## src/sv/goldbach_prime_pair_finder_defines.svh

```systemverilog
// ----------------------------------------------------------------------------
// Goldbach prime pair finder assertion macros
// Concurrent assertion wrappers clocked on clk and disabled while rst_n is low.
// ----------------------------------------------------------------------------
`ifndef GOLDBACH_PRIME_PAIR_FINDER_DEFINES_SVH
`define GOLDBACH_PRIME_PAIR_FINDER_DEFINES_SVH

`ifndef SYNTH
`define GPP_ASSERT(lbl, expr) \
    lbl: assert property (@(posedge clk) disable iff (!rst_n) (expr)) \
        else $error("assertion failed");
`define GPP_IMPLY(lbl, ante, cons) \
    lbl: assert property (@(posedge clk) disable iff (!rst_n) (ante) |-> (cons)) \
        else $error("assertion failed");
`define GPP_NEXT(lbl, ante, cons) \
    lbl: assert property (@(posedge clk) disable iff (!rst_n) (ante) |=> (cons)) \
        else $error("assertion failed");
`else
`define GPP_ASSERT(lbl, expr)
`define GPP_IMPLY(lbl, ante, cons)
`define GPP_NEXT(lbl, ante, cons)
`endif

`endif

```

## src/sv/gpp_pkg.sv

```systemverilog
// ----------------------------------------------------------------------------
// Goldbach prime pair finder package
// Shared constants, status codes, state encoding and control structs.
// ----------------------------------------------------------------------------
`timescale 1ns / 1ps
`default_nettype none

package gpp_pkg;

    localparam int NUMBER_BITS_DEF = 16;
    localparam int FIELD_W         = 16;
    localparam int IN_TDATA_W      = 16;
    localparam int OUT_TDATA_W     = 40;

    typedef enum logic [1:0] {
        ST_FOUND = 2'd0,
        ST_ODD   = 2'd1,
        ST_NONE  = 2'd2
    } status_t;

    typedef enum logic [3:0] {
        S_IDLE,
        S_CLASSIFY,
        S_P_CHECK,
        S_T_INIT,
        S_T_CMP,
        S_T_DIV,
        S_T_REM,
        S_P_NEXT,
        S_EMIT
    } state_t;

    typedef struct packed {
        logic    in_ready;
        logic    load_n;
        logic    init_test;
        logic    test_sel;
        logic    div_start;
        logic    div_step;
        logic    next_d;
        logic    next_p;
        logic    load_out;
        status_t out_kind;
    } cmd_t;

    typedef struct packed {
        logic n_odd;
        logic n_four;
        logic n_gt_four;
        logic p_lt_n;
        logic v_le_one;
        logic dsq_gt_v;
        logic div_last;
        logic rem_zero;
        logic out_free;
    } sts_t;

endpackage

`default_nettype wire

```

## src/sv/gpp_ctrl.sv

```systemverilog
// ----------------------------------------------------------------------------
// Goldbach prime pair finder controller
// Sequences classification, the candidate search and the trial divisions.
// ----------------------------------------------------------------------------
`timescale 1ns / 1ps
`default_nettype none

module gpp_ctrl (
    input  wire logic          clk,
    input  wire logic          rst_n,
    input  wire logic          in_valid,
    input  wire gpp_pkg::sts_t sts,
    output gpp_pkg::cmd_t      cmd
);
    import gpp_pkg::*;

    state_t  state_reg, state_next;
    logic    sel_reg, sel_next;
    status_t kind_reg, kind_next;

    always_ff @(posedge clk or negedge rst_n)
    begin
        if (!rst_n)
        begin
            state_reg <= S_IDLE;
            sel_reg   <= 1'b0;
            kind_reg  <= ST_NONE;
        end
        else
        begin
            state_reg <= state_next;
            sel_reg   <= sel_next;
            kind_reg  <= kind_next;
        end
    end

    always_comb
    begin
        state_next   = state_reg;
        sel_next     = sel_reg;
        kind_next    = kind_reg;
        cmd          = '0;
        cmd.out_kind = kind_reg;
        cmd.test_sel = sel_reg;
        case (state_reg)
            S_IDLE:
            begin
                cmd.in_ready = 1'b1;
                if (in_valid)
                begin
                    cmd.load_n = 1'b1;
                    state_next = S_CLASSIFY;
                end
            end
            S_CLASSIFY:
            begin
                if (sts.n_odd)
                begin
                    kind_next  = ST_ODD;
                    state_next = S_EMIT;
                end
                else if (sts.n_four)
                begin
                    kind_next  = ST_FOUND;
                    state_next = S_EMIT;
                end
                else if (sts.n_gt_four)
                begin
                    state_next = S_P_CHECK;
                end
                else
                begin
                    kind_next  = ST_NONE;
                    state_next = S_EMIT;
                end
            end
            S_P_CHECK:
            begin
                if (sts.p_lt_n)
                begin
                    sel_next   = 1'b0;
                    state_next = S_T_INIT;
                end
                else
                begin
                    kind_next  = ST_NONE;
                    state_next = S_EMIT;
                end
            end
            S_T_INIT:
            begin
                cmd.init_test = 1'b1;
                state_next    = S_T_CMP;
            end
            S_T_CMP:
            begin
                if (sts.v_le_one)
                begin
                    state_next = S_P_NEXT;
                end
                else if (sts.dsq_gt_v)
                begin
                    // The value under test is prime.
                    if (sel_reg)
                    begin
                        kind_next  = ST_FOUND;
                        state_next = S_EMIT;
                    end
                    else
                    begin
                        sel_next   = 1'b1;
                        state_next = S_T_INIT;
                    end
                end
                else
                begin
                    cmd.div_start = 1'b1;
                    state_next    = S_T_DIV;
                end
            end
            S_T_DIV:
            begin
                cmd.div_step = 1'b1;
                if (sts.div_last)
                begin
                    state_next = S_T_REM;
                end
            end
            S_T_REM:
            begin
                if (sts.rem_zero)
                begin
                    state_next = S_P_NEXT;
                end
                else
                begin
                    cmd.next_d = 1'b1;
                    state_next = S_T_CMP;
                end
            end
            S_P_NEXT:
            begin
                cmd.next_p = 1'b1;
                state_next = S_P_CHECK;
            end
            S_EMIT:
            begin
                if (sts.out_free)
                begin
                    cmd.load_out = 1'b1;
                    state_next   = S_IDLE;
                end
            end
            default:
            begin
                state_next = S_IDLE;
            end
        endcase
    end

endmodule

`default_nettype wire

```

## src/sv/gpp_datapath.sv

```systemverilog
// ----------------------------------------------------------------------------
// Goldbach prime pair finder datapath
// Holds n and the candidate, runs a bit-serial remainder unit and the result.
// ----------------------------------------------------------------------------
`timescale 1ns / 1ps
`default_nettype none
`include "goldbach_prime_pair_finder_defines.svh"

module gpp_datapath #(
    parameter int NUMBER_BITS = gpp_pkg::NUMBER_BITS_DEF
) (
    input  wire logic                           clk,
    input  wire logic                           rst_n,
    input  wire gpp_pkg::cmd_t                  cmd,
    input  wire logic [gpp_pkg::IN_TDATA_W-1:0] number,
    input  wire logic                           out_ready,
    output gpp_pkg::sts_t                       sts,
    output logic                                out_valid,
    output logic [gpp_pkg::FIELD_W-1:0]         larger_part,
    output logic [gpp_pkg::FIELD_W-1:0]         smaller_prime,
    output gpp_pkg::status_t                    status
);
    import gpp_pkg::*;

    localparam int W     = NUMBER_BITS;
    localparam int CNT_W = $clog2(NUMBER_BITS);

    logic [W-1:0]     n_reg, n_next;
    logic [W-1:0]     p_reg, p_next;
    logic [W-1:0]     v_reg, v_next;
    logic [W-1:0]     d_reg, d_next;
    logic [W:0]       dsq_reg, dsq_next;
    logic [W-1:0]     a_reg, a_next;
    logic [W:0]       rem_reg, rem_next;
    logic [CNT_W-1:0] cnt_reg, cnt_next;
    logic             out_valid_reg, out_valid_next;
    logic [FIELD_W-1:0] larger_reg, larger_next;
    logic [FIELD_W-1:0] smaller_reg, smaller_next;
    status_t          status_reg, status_next;

    logic [W-1:0] n_in;
    logic [W:0]   rem_sh;
    logic [W:0]   d_ext;
    logic         rem_ge;

    assign n_in   = W'(number);
    assign d_ext  = {1'b0, d_reg};
    assign rem_sh = {rem_reg[W-1:0], a_reg[W-1]};
    assign rem_ge = (rem_sh >= d_ext);

    always_ff @(posedge clk or negedge rst_n)
    begin
        if (!rst_n)
        begin
            out_valid_reg <= 1'b0;
        end
        else
        begin
            out_valid_reg <= out_valid_next;
        end
    end

    always_ff @(posedge clk)
    begin
        n_reg       <= n_next;
        p_reg       <= p_next;
        v_reg       <= v_next;
        d_reg       <= d_next;
        dsq_reg     <= dsq_next;
        a_reg       <= a_next;
        rem_reg     <= rem_next;
        cnt_reg     <= cnt_next;
        larger_reg  <= larger_next;
        smaller_reg <= smaller_next;
        status_reg  <= status_next;
    end

    always_comb
    begin
        n_next         = n_reg;
        p_next         = p_reg;
        v_next         = v_reg;
        d_next         = d_reg;
        dsq_next       = dsq_reg;
        a_next         = a_reg;
        rem_next       = rem_reg;
        cnt_next       = cnt_reg;
        larger_next    = larger_reg;
        smaller_next   = smaller_reg;
        status_next    = status_reg;
        out_valid_next = out_valid_reg && !out_ready;

        if (cmd.load_n)
        begin
            n_next = n_in;
            // Four is answered as two plus two; every other search starts at three.
            p_next = (n_in == W'(4)) ? W'(2) : W'(3);
        end
        if (cmd.next_p)
        begin
            p_next = p_reg + W'(2);
        end
        if (cmd.init_test)
        begin
            v_next   = cmd.test_sel ? (n_reg - p_reg) : p_reg;
            d_next   = W'(2);
            dsq_next = (W + 1)'(4);
        end
        if (cmd.next_d)
        begin
            // (d + 1)^2 = d^2 + 2d + 1
            d_next   = d_reg + W'(1);
            dsq_next = dsq_reg + {d_reg, 1'b1};
        end
        if (cmd.div_start)
        begin
            a_next   = v_reg;
            rem_next = '0;
            cnt_next = '0;
        end
        if (cmd.div_step)
        begin
            rem_next = rem_ge ? (rem_sh - d_ext) : rem_sh;
            a_next   = {a_reg[W-2:0], 1'b0};
            cnt_next = cnt_reg + CNT_W'(1);
        end
        if (cmd.load_out)
        begin
            out_valid_next = 1'b1;
            status_next    = cmd.out_kind;
            if (cmd.out_kind == ST_FOUND)
            begin
                larger_next  = FIELD_W'(n_reg - p_reg);
                smaller_next = FIELD_W'(p_reg);
            end
            else
            begin
                larger_next  = '0;
                smaller_next = '0;
            end
        end
    end

    always_comb
    begin
        sts.n_odd     = n_reg[0];
        sts.n_four    = (n_reg == W'(4));
        sts.n_gt_four = (n_reg > W'(4));
        sts.p_lt_n    = (p_reg < n_reg);
        sts.v_le_one  = (v_reg <= W'(1));
        sts.dsq_gt_v  = (dsq_reg > {1'b0, v_reg});
        sts.div_last  = (cnt_reg == CNT_W'(W - 1));
        sts.rem_zero  = (rem_reg == '0);
        sts.out_free  = !out_valid_reg || out_ready;
    end

    assign out_valid     = out_valid_reg;
    assign larger_part   = larger_reg;
    assign smaller_prime = smaller_reg;
    assign status        = status_reg;

    `GPP_IMPLY(a_load_when_free, cmd.load_out, !out_valid_reg || out_ready)
    `GPP_IMPLY(a_zero_unless_found, out_valid_reg && (status_reg != ST_FOUND),
               (larger_reg == '0) && (smaller_reg == '0))
    `GPP_NEXT(a_rem_below_divisor, cmd.div_step, rem_reg < d_ext)

endmodule

`default_nettype wire

```

## src/sv/goldbach_prime_pair_finder.sv

```systemverilog
// ----------------------------------------------------------------------------
// Goldbach prime pair finder
// Splits an even number into two primes by search and trial division.
// ----------------------------------------------------------------------------
// One request on the input stream carries n; one request on the output stream
// returns n - p, the smallest prime p for which n - p is prime, and a status
// (found, odd input, no pair). Only one number is worked on at a time. Each
// trial division runs through a bit-serial remainder unit, after a divisor
// square compare and before a remainder check, so the work per item depends
// on n. A finished result waits in an output register while the next number
// is already accepted.
`timescale 1ns / 1ps
`default_nettype none

module goldbach_prime_pair_finder #(
    parameter int NUMBER_BITS = gpp_pkg::NUMBER_BITS_DEF
) (
    input  wire logic                            clk,
    input  wire logic                            rst_n,
    input  wire logic                            s_tvalid,
    output logic                                 s_tready,
    // [15:0] number
    input  wire logic [gpp_pkg::IN_TDATA_W-1:0]  s_tdata,
    output logic                                 m_tvalid,
    input  wire logic                            m_tready,
    // [15:0] larger_part, [31:16] smaller_prime, [33:32] status, [39:34] zero
    output logic [gpp_pkg::OUT_TDATA_W-1:0]      m_tdata
);
    import gpp_pkg::*;

    cmd_t               cmd;
    sts_t               sts;
    logic [FIELD_W-1:0] larger_part;
    logic [FIELD_W-1:0] smaller_prime;
    status_t            status;

    gpp_ctrl u_ctrl (
        .clk      (clk),
        .rst_n    (rst_n),
        .in_valid (s_tvalid),
        .sts      (sts),
        .cmd      (cmd)
    );

    gpp_datapath #(
        .NUMBER_BITS (NUMBER_BITS)
    ) u_datapath (
        .clk           (clk),
        .rst_n         (rst_n),
        .cmd           (cmd),
        .number        (s_tdata),
        .out_ready     (m_tready),
        .sts           (sts),
        .out_valid     (m_tvalid),
        .larger_part   (larger_part),
        .smaller_prime (smaller_prime),
        .status        (status)
    );

    assign s_tready = cmd.in_ready;
    assign m_tdata  = {(OUT_TDATA_W - 2 * FIELD_W - 2)'(0), status, smaller_prime,
                       larger_part};

endmodule

`default_nettype wire

```

## config.mk

```make
export PLATFORM = sky130hd
export DESIGN_NAME = goldbach_prime_pair_finder
export DESIGN_NICKNAME = d
export VERILOG_FILES = /design/src/sv/gpp_pkg.sv /design/src/sv/gpp_ctrl.sv /design/src/sv/gpp_datapath.sv /design/src/sv/goldbach_prime_pair_finder.sv
export VERILOG_INCLUDE_DIRS = /design/src /design/src/sv
export SDC_FILE = /design/constraint.sdc
export NUM_CORES = 1
export LEC_CHECK = 0
export BUFFER_PORTS_ARGS = -buffer_cell sky130_fd_sc_hd__buf_2
export CAP_MARGIN = 20
export CORE_ASPECT_RATIO = 0.5
export CORE_MARGIN = 2
export CORE_UTILIZATION = 51
export DETAILED_ROUTE_END_ITERATION = 12
export PLACE_DENSITY_LB_ADDON = 0.1
export SYNTH_ARGS = -nofsm -noshare
export SYNTH_HDL_FRONTEND = slang
export SYNTH_SLANG_ARGS = --single-unit
```

## constraint.sdc

```tcl
create_clock -name clk -period 3.2 [get_ports clk]
set_input_delay 0.32 -clock clk [delete_from_list [all_inputs] [get_ports clk]]
set_output_delay 0.32 -clock clk [all_outputs]
set_load 0.05 [all_outputs]
```

### Word-level counts from Yosys, hierarchy flattened

Cells that the tools add are included.

* $add $sub $neg: 6
* reductions and logical operators: 15
* magnitude comparators: 5
* eq/ne operators: 20
* mux-type cells: 52

Operators with widths (count)
* $mux W16: 7
* $mux W17: 5
* $mux W4: 12
* $pmux W4 S9: 1
* $eq A16 B3 Y1 const B: 2
* $mux W2: 9
* $add A17 B17 Y17: 1
* $ge A17 B16 Y1: 1
* $gt A17 B16 Y1: 1
* $logic_not A17 Y1: 1
* $sub A17 B16 Y17: 1
* $add A16 B1 Y16 const B: 1
* $add A16 B2 Y16 const B: 1
* $eq A4 B3 Y1 const B: 4
* $gt A16 B3 Y1 const B: 1
* $le A16 B1 Y1 const B: 1
* $lt A16 B16 Y1: 1
* $mux W1: 16
* $sub A16 B16 Y16: 1
* $ne A2 B2 Y1 const B: 7
* $eq A4 B2 Y1 const B: 2
* $eq A4 B4 Y1 const B: 2
* $reduce_bool A2 Y1: 4
* $pmux W2 S3: 1
* other kinds (14): 15

* bits in registers: 160
* input port bits: 20
* word-level logic and storage cells: 114
* output and inout port bits: 42

### Depth between registers and ports, before layout

* depth after elaboration: 6
* gate-level depth with buffers: 12

### Cells and area by module

A second synthesis with hierarchy kept.

* cell total of the unflattened synthesis: 1014
* area total of the unflattened synthesis: 10167.3 µm²

Modules (own cells, without submodules)
* gpp_datapath: area each 9549.2 µm², cells an instance 939, instances 1
* gpp_ctrl: area each 569.3 µm², cells an instance 68, instances 1
* goldbach_prime_pair_finder: area each 48.8 µm², cells an instance 7, instances 1

### Worst setup path before layout

Ideal clock, no wire load.

* kind: register to register
* start point: register u_datapath.dsq_reg[3]
* end point: register u_datapath.a_reg[10], enable pin
* stages on the path, launching flop included: 9
* required time: 2.801 ns
* data arrival time: 2.995 ns
* setup time: 0.399 ns
* period minus slack after synthesis: 3.394 ns
* path slack: -0.194 ns
* cells stage by stage: edfxtp_1 > ha_1 > a21oi_1 > a21boi_0 > o311ai_0 > nand3_1 > a21boi_1 > buf_2 > nand2b_1

* cells in the longest elaborated chain, start to end: 5

RTL lines
* from (decl): RTL line gpp_datapath.sv:32 `logic [W:0] dsq_reg, dsq_next;`
* from (signal assigned): RTL line gpp_datapath.sv:69 `dsq_reg <= dsq_next;`
* $gt A17 B16 Y1: RTL line gpp_datapath.sv:151 `sts.dsq_gt_v = (dsq_reg > {1'b0, v_reg});`
* $mux W1: RTL line gpp_ctrl.sv:101 `else if (sts.dsq_gt_v)`
* $mux W1: RTL line gpp_ctrl.sv:97 `if (sts.v_le_one)`
* $mux W1: RTL line gpp_ctrl.sv:45 `case (state_reg)`
* $reduce_bool A2 Y1 (no line)
* to (signal assigned): RTL line gpp_datapath.sv:70 `a_reg <= a_next;`
* to (decl): RTL line gpp_datapath.sv:33 `logic [W-1:0] a_reg, a_next;`

Every way passes these cells.
A chain may end at the register's enable or synchronous reset.

### Final worst setup path

* start point: register u_datapath.d_reg[9]
* end point: register u_datapath.rem_reg[9], data pin

* cells in the longest elaborated chain, start to end: 3
* elaborated cells on any way between the ends: 4

RTL lines
* from (decl): RTL line gpp_datapath.sv:31 `logic [W-1:0] d_reg, d_next;`
* from (signal assigned): RTL line gpp_datapath.sv:68 `d_reg <= d_next;`
* $sub A17 B16 Y17 / $ge A17 B16 Y1 (equally long branches): RTL line gpp_datapath.sv:123, gpp_datapath.sv:49
* $mux W17 (*): RTL line gpp_datapath.sv:123 `rem_next = rem_ge ? (rem_sh - d_ext) : rem_sh;`
* $mux W17 (*): RTL line gpp_datapath.sv:121 `if (cmd.div_step)`
* to (signal assigned): RTL line gpp_datapath.sv:71 `rem_reg <= rem_next;`
* to (decl): RTL line gpp_datapath.sv:34 `logic [W:0] rem_reg, rem_next;`

Mark *: on every way between the ends. The rest lies on a longest branch, timed or not.

==> impl_metrics.csv <==
group,metric,value,unit
outcome,status,"finished clean",
routing,routed_wl,21800,um
finish,syn_to_final_growth,12.5,%
global_route,grt_pass1_wl,35500,um
synth,syn-instance-count,924,
worst_setup_path,cp.arrival,3.18,ns
routing,routed_via_density,5.60,
power,p_seq_share,37.1,%
global_route,busiest_layer,"met2",
power,power_density,783,nW/um^2
synth,synthFlopType,"edfxtp_1",
floorplan,core-area,18500,um^2
synth,yosys-top-cells-area,"edfxtp_1 (47%), ha_1 (8.5%), nor2_1 (4.1%), xnor2_1 (3.9%), inv_1 (2.8%)",
synth,synth.avg_cell_area,10.5,um^2
global_route,grt_pass1_vias,6839,
run,cap_viol_max_count,0,
floorplan,ios,62,
timing,setup-violations-final,0,
power,internal-power,5.26,mW
power,clockPowerShare,25.6,%
routing,drt-pass1-iter-count,5,
timing,worst_pin_slew,0.873,ns
power,max-vdd-ir-drop,0.399,mV
placed_design,portBuffers,55,
routing,drt-initial-drc-count,484,
power,p_sw_share,38.4,%
floorplan,initial_core_util,52.4,%
synth,yosys.area.top_type_share,46.8,%
synth,synth_top_cell_by_area,"edfxtp_1",
synth,seq_area_frac_synth,49.1,%
clock_network,cts_buffer_depth,2,
routing,ant_nets,0,
global_route,grt_use_met2,36.6,%
global_route,met3_usage,4.30,%
clock_network,ctsResizeCount,0,
power,power.total,8.53,mW
synth,synth_edf_count,151,
synth,synth.distinct_cells,73,
power,p_switching,3.28,mW
power,leakagePower,4.35,nW
worst_setup_path,path_buf_inv,2,
finish,nNetsFinal,1073,
clock_network,clock_sinks,160,
floorplan,die_w,199,um
finish,fill_cells,1615,
placed_design,hpwl,16000,um
worst_setup_path,endpoint_kind,"flip-flop",
timing,fmax,0.346,GHz
placed_design,gp_congestion,0.819,
routing,drc,0,
finish,final_layout_size_suffix_gt1_share,12.9,%
clock_network,clk_pin_slew_worst_paths,0.07,ns
clock_network,cts_tree,"yes",
worst_setup_path,cp_max_fo,14,
worst_setup_path,crit_path_top_delay_cell,"or3b_2",
global_route,grt_overflow,0,
timing,slew_viol_final,0,
global_route,grt_usage,23.0,%
clock_network,root_buffer,"clkbuf_16",
timing,relSlewSlack,41.8,%
hold_path,min_path_type,"input pin to flip-flop",
timing,hold_viol_final,0,
clock_network,post_cts_buffers,0,
timing,fin_skew,0.00795,ns
synth,synth.ff_latch_count,160,
synth,yosysWarnings,0,
clock_network,numCtsBuffers,17,
floorplan,die_h,101,um
timing,finalCritPeriodShare,90.4,%
power,combPwrFrac,37.4,%
routing,wl_per_cell,17.4,um
worst_setup_path,crit_path_cell_trace,"inv_1, ha_1, nand2_1, nor2_1, nand4_1, o31ai_1, nor3b_2, buf_4, or3b_2, a21oi_1",
clock_network,clk_latency,0.44,ns
global_route,grt_max_degree,35,
clock_network,cts_hold_buf,1,
finish,multi_input_area,4520,um^2
synth,netlist_area,9680,um^2
timing,period_minus_slack,2.89,ns
timing,setup_tns,0,ns
global_route,use_met1,32.4,%
clock_network,cts_max_level,4,
finish,antenna-diode-count,0,
synth,synthArstFlopShare,5.00,%
worst_setup_path,cp-start-kind,"flip-flop",
worst_setup_path,required,3.49,ns
finish,seqCellArea,4760,um^2
worst_setup_path,crit_family,"simple AND/OR/NAND/NOR gates",
worst_setup_path,crit_type,"flip-flop to flip-flop",
global_route,antenna_found_initial,0,
floorplan,rows,35,
routing,vias,7034,
floorplan,die-area,20200,um^2
worst_setup_path,cpPeakStageDelay,0.48,ns
timing,rsz0062_at_grt,"no",
==> layer usage <==
layer	vias to the layer above	wire length (um)
met5	-	0
li1	3505	-
met3	18	883
met1	3375	10800
met2	136	9910
met4	0	200
==> layout make-up <==
cell class                 instances  area share [%]
clock buffer                      17            3.91
timing repair buffer              69            3.63
sequential                       160            43.7
multi-input combinational        663            41.5
clock inverter                    15            1.79
tap                              259            2.98
inverter                          73            2.52
==> layout by cell type, fill, tap and decap left out, types with 6 or more instances in the layout <==
cell type  synthesis  layout
nor4_1            15      14
mux2i_1           12      12
a21o_1             8       8
nor2_1           106     106
a31oi_1            7       7
a21oi_1           43      43
and3_1             8       8
nand3_1           30      30
edfxtp_1         151     151
or3_1              7       7
nor3_1            34      33
o21a_1            12      12
buf_2              3      55
xor2_1            13      13
o21ai_0           30      30
a211oi_1           7       7
xnor2_1           43      43
and2_1            18      18
dfrtp_1            7       7
ha_1              66      66
nor2b_1           14      13
nand2b_1          12      11
nand2_1           51      51
inv_1             73      73
buf_4              7      12
conb_1             1       6
nand4_1           16      16
a22o_1            15      15
mux2_2             9       9
clkbuf_16          0      17
==> power by group through the flow <==
stage / Combinational, mW / Clock, mW / Sequential (mW)
floorplan: 2.18 / 0 / 3.40
global placement: 3.14 / 0 / 3.20
detailed placement: 3.16 / 0 / 3.21
CTS: 3.19 / 2.21 / 3.16
global route: 3.53 / 2.30 / 3.21
finish: 3.19 / 2.18 / 3.16
==> cell families (layout without fill, tap and decap cells) <==
logic type,Yosys count,count (layout),share of synthesized area (%)
AO/OA/AOI/OAI,174,174,12.3
adder cells (fa/ha/maj),69,69,9.15
AND/OR/NAND/NOR,336,336,17.3
flip-flops,160,160,49.1
buffers and inverters,106,174,4.58
other,1,6,0.0387
multiplexers,22,22,2.44
XOR/XNOR,56,56,5.07
==> worst paths after layout <==
check | startpoint | to | slack (ns) | cells past startpoint
min reg2reg | u_datapath.a_reg[0]$_SDFFE_PP0N_ | u_datapath.a_reg[0]$_SDFFE_PP0N_ | 0.50 | 2
min in group asynchronous | rst_n | u_ctrl.state_reg[0]$_DFFE_PN0P_ | 0.27 | 2
min | s_tdata[2] | u_datapath.n_reg[2]$_DFFE_PP_ | 0.07 | 1
max | u_datapath.d_reg[9]$_SDFFCE_PN0P_ | u_datapath.rem_reg[9]$_SDFFCE_PN0P_ | 0.31 | 10
max reg2reg | u_datapath.d_reg[9]$_SDFFCE_PN0P_ | u_datapath.rem_reg[9]$_SDFFCE_PN0P_ | 0.31 | 10
max in group asynchronous | rst_n | u_ctrl.kind_reg[1]$_DFFE_PN1P_ | 2.68 | 2
==> synthesized netlist by cell type, drive strengths merged (16+ instances only) <==
cell type / n
a21oi: 44
xnor2: 43
nand4: 16
o21ai: 30
edfxtp: 151
nand3: 30
ha: 66
and2: 20
nor2: 106
nand2: 51
inv: 73
clkbuf: 20
nor3: 34
==> stage by stage <==
step	utilization [%]	instances	setup slack, ns	hold WS, ns	area (um^2)
final	58.9	1256	0.309	0.0664	10900
after global routing	58.9	1256	0.102	0.0514	10900
after CTS	58.9	1256	0.324	0.0544	10900
after detailed placement	55.5	1223	0.340	0.185	10300
after global placement	55.5	1223	0.348	0.181	10300
after floorplan	-	929	0.221	0.0244	9710
(Power assumes the default switching activity.)
